**config.mk**
```make
export PLATFORM = sky130hd
export DESIGN_NAME = mhpq_cell
export DESIGN_NICKNAME = d
export VERILOG_FILES = /design/src/rtl/mhpq_pkg.sv /design/src/rtl/mhpq_cell.sv
export SDC_FILE = /design/constraint.sdc
export NUM_CORES = 1
export LEC_CHECK = 0
export BUFFER_PORTS_ARGS = -buffer_cell sky130_fd_sc_hd__buf_2
export CAP_MARGIN = 20
export CELL_PAD_IN_SITES_DETAIL_PLACEMENT = 1
export CELL_PAD_IN_SITES_GLOBAL_PLACEMENT = 1
export CORE_MARGIN = 2
export CORE_UTILIZATION = 25
export DETAILED_ROUTE_END_ITERATION = 16
export GPL_ROUTABILITY_DRIVEN = 1
export GPL_TIMING_DRIVEN = 0
export PLACE_DENSITY_LB_ADDON = 0.15
export SYNTH_ARGS = -nofsm -noshare
export SYNTH_HDL_FRONTEND = slang
export SYNTH_SLANG_ARGS = --single-unit
export TNS_END_PERCENT = 5
```
**constraint.sdc**
```tcl
create_clock -name clk -period 9.95 [get_ports clk]
set_input_delay 0.4975 -clock clk [delete_from_list [all_inputs] [get_ports clk]]
set_output_delay 0.4975 -clock clk [all_outputs]
set_load 0.02 [all_outputs]
```
**src/rtl/mhpq_pkg.sv**
```systemverilog
// Shared types and constants for the max-heap priority queue.
`default_nettype none

package mhpq_pkg;

    localparam int CAPACITY_DEF = 128;
    localparam int DATA_W       = 32;
    localparam int COUNT_OUT_W  = 8;

    localparam logic ACT_INSERT = 1'b0;
    localparam logic ACT_POP    = 1'b1;

    localparam logic [1:0] STATUS_OK    = 2'd0;
    localparam logic [1:0] STATUS_EMPTY = 2'd1;
    localparam logic [1:0] STATUS_FULL  = 2'd2;

    typedef struct packed {
        logic                     action;
        logic signed [DATA_W-1:0] value;
    } in_t;

    typedef struct packed {
        logic signed [DATA_W-1:0] max_value;
        logic [1:0]               status;
        logic [COUNT_OUT_W-1:0]   entry_count;
    } out_t;

    // Operation broadcast to every cell of the sorted row.
    typedef struct packed {
        logic insert_en;
        logic pop_en;
    } cell_ctrl_t;

endpackage

`default_nettype wire

```
**src/rtl/mhpq_cell.sv**
```systemverilog
// One cell of the sorted row: holds the entry of a given rank and trades with its neighbors.
`default_nettype none

module mhpq_cell #(
    parameter int COUNT_W = 8,
    parameter int INDEX   = 0
) (
    input  wire                                   clk,
    input  mhpq_pkg::cell_ctrl_t                  ctrl,
    input  wire [COUNT_W-1:0]                     count,
    input  wire signed [mhpq_pkg::DATA_W-1:0]     ins_value,
    input  wire                                   prev_gt,
    input  wire signed [mhpq_pkg::DATA_W-1:0]     prev_value,
    input  wire signed [mhpq_pkg::DATA_W-1:0]     next_value,
    output logic signed [mhpq_pkg::DATA_W-1:0]    value,
    output logic                                  gt
);
    import mhpq_pkg::*;

    logic signed [DATA_W-1:0] value_reg;
    logic signed [DATA_W-1:0] value_next;
    logic                     occupied;

    assign occupied = (count > COUNT_W'(INDEX));

    // The new value goes in front of this entry when it is strictly larger
    // or when this rank is still empty. Along the row gt is monotone.
    assign gt = !occupied || (ins_value > value_reg);

    always_comb
    begin
        value_next = value_reg;
        if (ctrl.insert_en)
        begin
            if (prev_gt)
            begin
                value_next = prev_value;
            end
            else if (gt)
            begin
                value_next = ins_value;
            end
        end
        else if (ctrl.pop_en)
        begin
            value_next = next_value;
        end
    end

    always_ff @(posedge clk)
    begin
        value_reg <= value_next;
    end

    assign value = value_reg;

endmodule

`default_nettype wire
```
==> flow_metrics.py <==
metrics = {
    "critical_path": {
        "crit_start": "value[31]$_DFFE_PP_",
        "cp_max_fo": 10,
        "timing.rr.start": "value[31]$_DFFE_PP_",
        "arrival_ns": 3.00,
        "endpoint_kind": "flop",
        "critical-path-top-delay-family": "simple AND/OR/NAND/NOR gates",
        "crit_buf_inv": 3,
        "start_kind": "flop",
        "slowest_stage": "nor3_2",
        "cp.required_ns": 9.95,
        "crit_chain": "inv_1, ha_1, nand4_4, nor4_4, nor3b_2, a2111oi_0, nor3_2, buf_8, buf_8",
        "setup.worst_path.class": "reg -> reg",
        "crit_top_cell": "buf_8",
        "cpPeakStageDelay_ns": 0.61,
    },
    "cts": {
        "clock_latency_ns": 0.29,
        "postCtsResizedCells": 0,
        "postCtsSetupRepairBufs": 0,
        "cts_buffers": 5,
        "ctsHoldBuffers": 0,
        "clk_pin_slew_ns": 0.08,
        "cts-root-buf": "clkbuf_8",
        "tritoncts": "done",
        "htreeDepth": 2,
        "cts_max_path_buffers": 2,
        "cts.sinks": 32,
    },
    "placed_design": {
        "detailed_place_hpwl_um": 6810,
        "dpl_cell_area_um2": 3440,
        "portBuffers": 139,
        "gp_congestion": 0.742,
    },
    "logic_synthesis": {
        "async_flop_share": 0,
        "yosysSeqAreaShare": 0.380,
        "yosysTopAreaCellShare": 0.380,
        "yosys-top-cells-area": "edfxtp_1 38%, ha_1 16%, mux2i_1 13%, a21oi_1 9.1%, inv_1 5.2%",
        "synth_area_um2": 2530,
        "synth_seq_cells": 32,
        "ys.flop_type": "edfxtp_1",
        "syn_inst": 272,
        "synth_compound_area_frac": 0.127,
        "synth_top_cell_by_area": "edfxtp_1",
        "yosys.area_share.adder": 0.158,
        "synth_edf_count": 32,
        "synth_top_family_by_area": "adder cells",
        "synth_cell_types": 26,
        "synth_nets": 412,
        "synthXorXnorAreaFrac": 0,
        "yosys.area_share.simple": 0.139,
        "syn-mean-instance-area_um2": 9.31,
        "muxShareOfSynthArea": 0.127,
        "yosysWarnings": 0,
    },
    "sta": {
        "finalCritPeriodShare": 0.302,
        "setup_tns_ns": 0,
        "slew_violations": 0,
        "setup_viol": 0,
        "finalHoldViolations": 0,
        "min_period_ns": 3.00,
        "fmax_mhz": 333,
        "tightestPinTransition_ns": 0.676,
        "timing.hold.ws_ns": 0.528,
        "rsz0062_at_grt": "false",
        "relSlewSlack": 0.547,
        "clock-skew-final_ns": 0.00728,
    },
    "route": {
        "drt_iter0_markers": 36,
        "route.detailed.drc": 0,
        "vias_per_cell": 4.48,
        "antenna_left": 0,
        "vias": 2486,
        "wl_um": 8120,
        "drt_pre_antenna_iters": 3,
        "routedWlPerCell_um": 14.6,
    },
    "floorplanning": {
        "die_h_um": 105,
        "die_x_um": 105,
        "io_pins": 141,
        "initial_core_util": 0.258,
        "die_area_um2": 10900,
        "coreArea_um2": 9820,
        "rows": 36,
    },
    "layout": {
        "drive_gt1_frac": 0.370,
        "synthToLayoutAreaGrowth_pct": 39.1,
        "n_antenna_cell": 0,
        "nets": 561,
        "fin_area_um2": 3520,
        "largest_reg_flops": 32,
    },
    "power": {
        "power.total_mw": 0.438,
        "powerDensity_nw_per_um2": 124,
        "irDropWorstVdd_v": 0.0000486,
        "p_leak_nw": 1.80,
    },
    "grt": {
        "track_usage": 0.148,
        "antenna_found_initial": 0,
        "grt_max_degree": 11,
        "grt_pass1_wl_um": 13000,
        "overflow": 0,
        "grt_pass1_vias": 2617,
    },
    "outcome": {
        "status": "finished, final reports clean",
    },
    "run": {
        "cap_viol_max_count": 0,
    },
    "min_path": {
        "holdCritPathClass": "in -> reg",
        "hold_path_startpoint": "next_value[6]",
    },
}
[cell families after synthesis]
logic type,Yosys count
AO/OA/AOI/OAI,60
adder cells (fa/ha/maj),32
buffers and inverters,46
flip-flops,32
multiplexers,32
AND/OR/NAND/NOR,70
[layout by cell type, fill, tap and decap left out, drive strengths merged, types with 4 or more instances in the layout]
cell	Yosys	routed
nor4	4	4
edfxtp	32	32
a21oi	46	46
buf	3	145
nand3	6	6
ha	32	32
o21ai	7	7
nand2	10	10
nor2	34	34
inv	35	35
mux2i	32	32
nand4	9	9
clkbuf	8	13
[final timing paths]
check	endpoint	slack (ns)	cells after the start
setup / recovery	value[25]$_DFFE_PP_	6.95	9
hold / removal	value[6]$_DFFE_PP_	0.53	3
setup reg to reg	value[25]$_DFFE_PP_	6.95	9
hold reg to reg	value[16]$_DFFE_PP_	1.30	6
[worst register-to-register path: cells and delay by family, from the launching register on]
| family | cells | cell delay (ns) |
|---|---|---|
| simple gates | 4 | 1.42 |
| buf+inv | 3 | 0.45 |
| fa+ha+maj | 1 | 0.40 |
| flops | 1 | 0.34 |
| compound gates | 1 | 0.12 |
[cell usage after synthesis, drive strengths merged (2+ instances only)]
cell type / n
a211oi: 2
buf: 3
nor4: 4
nand3: 6
nand4: 9
edfxtp: 32
nor3: 3
a21oi: 46
ha: 32
mux2i: 32
o21ai: 7
nor2: 34
inv: 35
clkbuf: 8
nand2: 10
[layer usage]
metal  track usage  part of all wire  routed length [um]
met1         0.177              0.42                3450
met2         0.269              0.51                4160
met3        0.0362             0.055                 444
met4        0.0305            0.0086                  70
met5             0                 0                   0
[layout make-up]
cell class,instances,area (um^2)
flip-flops and latches,32,961
inverters,35,131
multi-input cells,194,1400
fillers,1215,6300
clock inverters,3,13.8
clock buffers,5,68.8
plain buffers,11,45.0
well taps,133,166
repair buffers,142,737
[stage by stage]
step,instances,worst slack [ns],util
floorplan,272,5.59,-
global placement,544,3.74,0.346
detailed placement,547,6.64,0.350
CTS,555,6.87,0.359
global route,555,6.68,0.359
finish,555,6.95,0.359
[where the power goes]
| part | internal, mW | switching, mW |
|---|---|---|
| registers | 0.170 | 0.00758 |
| clock network | 0.0476 | 0.0535 |
| logic | 0.0652 | 0.0939 |
| total | 0.283 | 0.155 |
(Power assumes the default switching activity.)
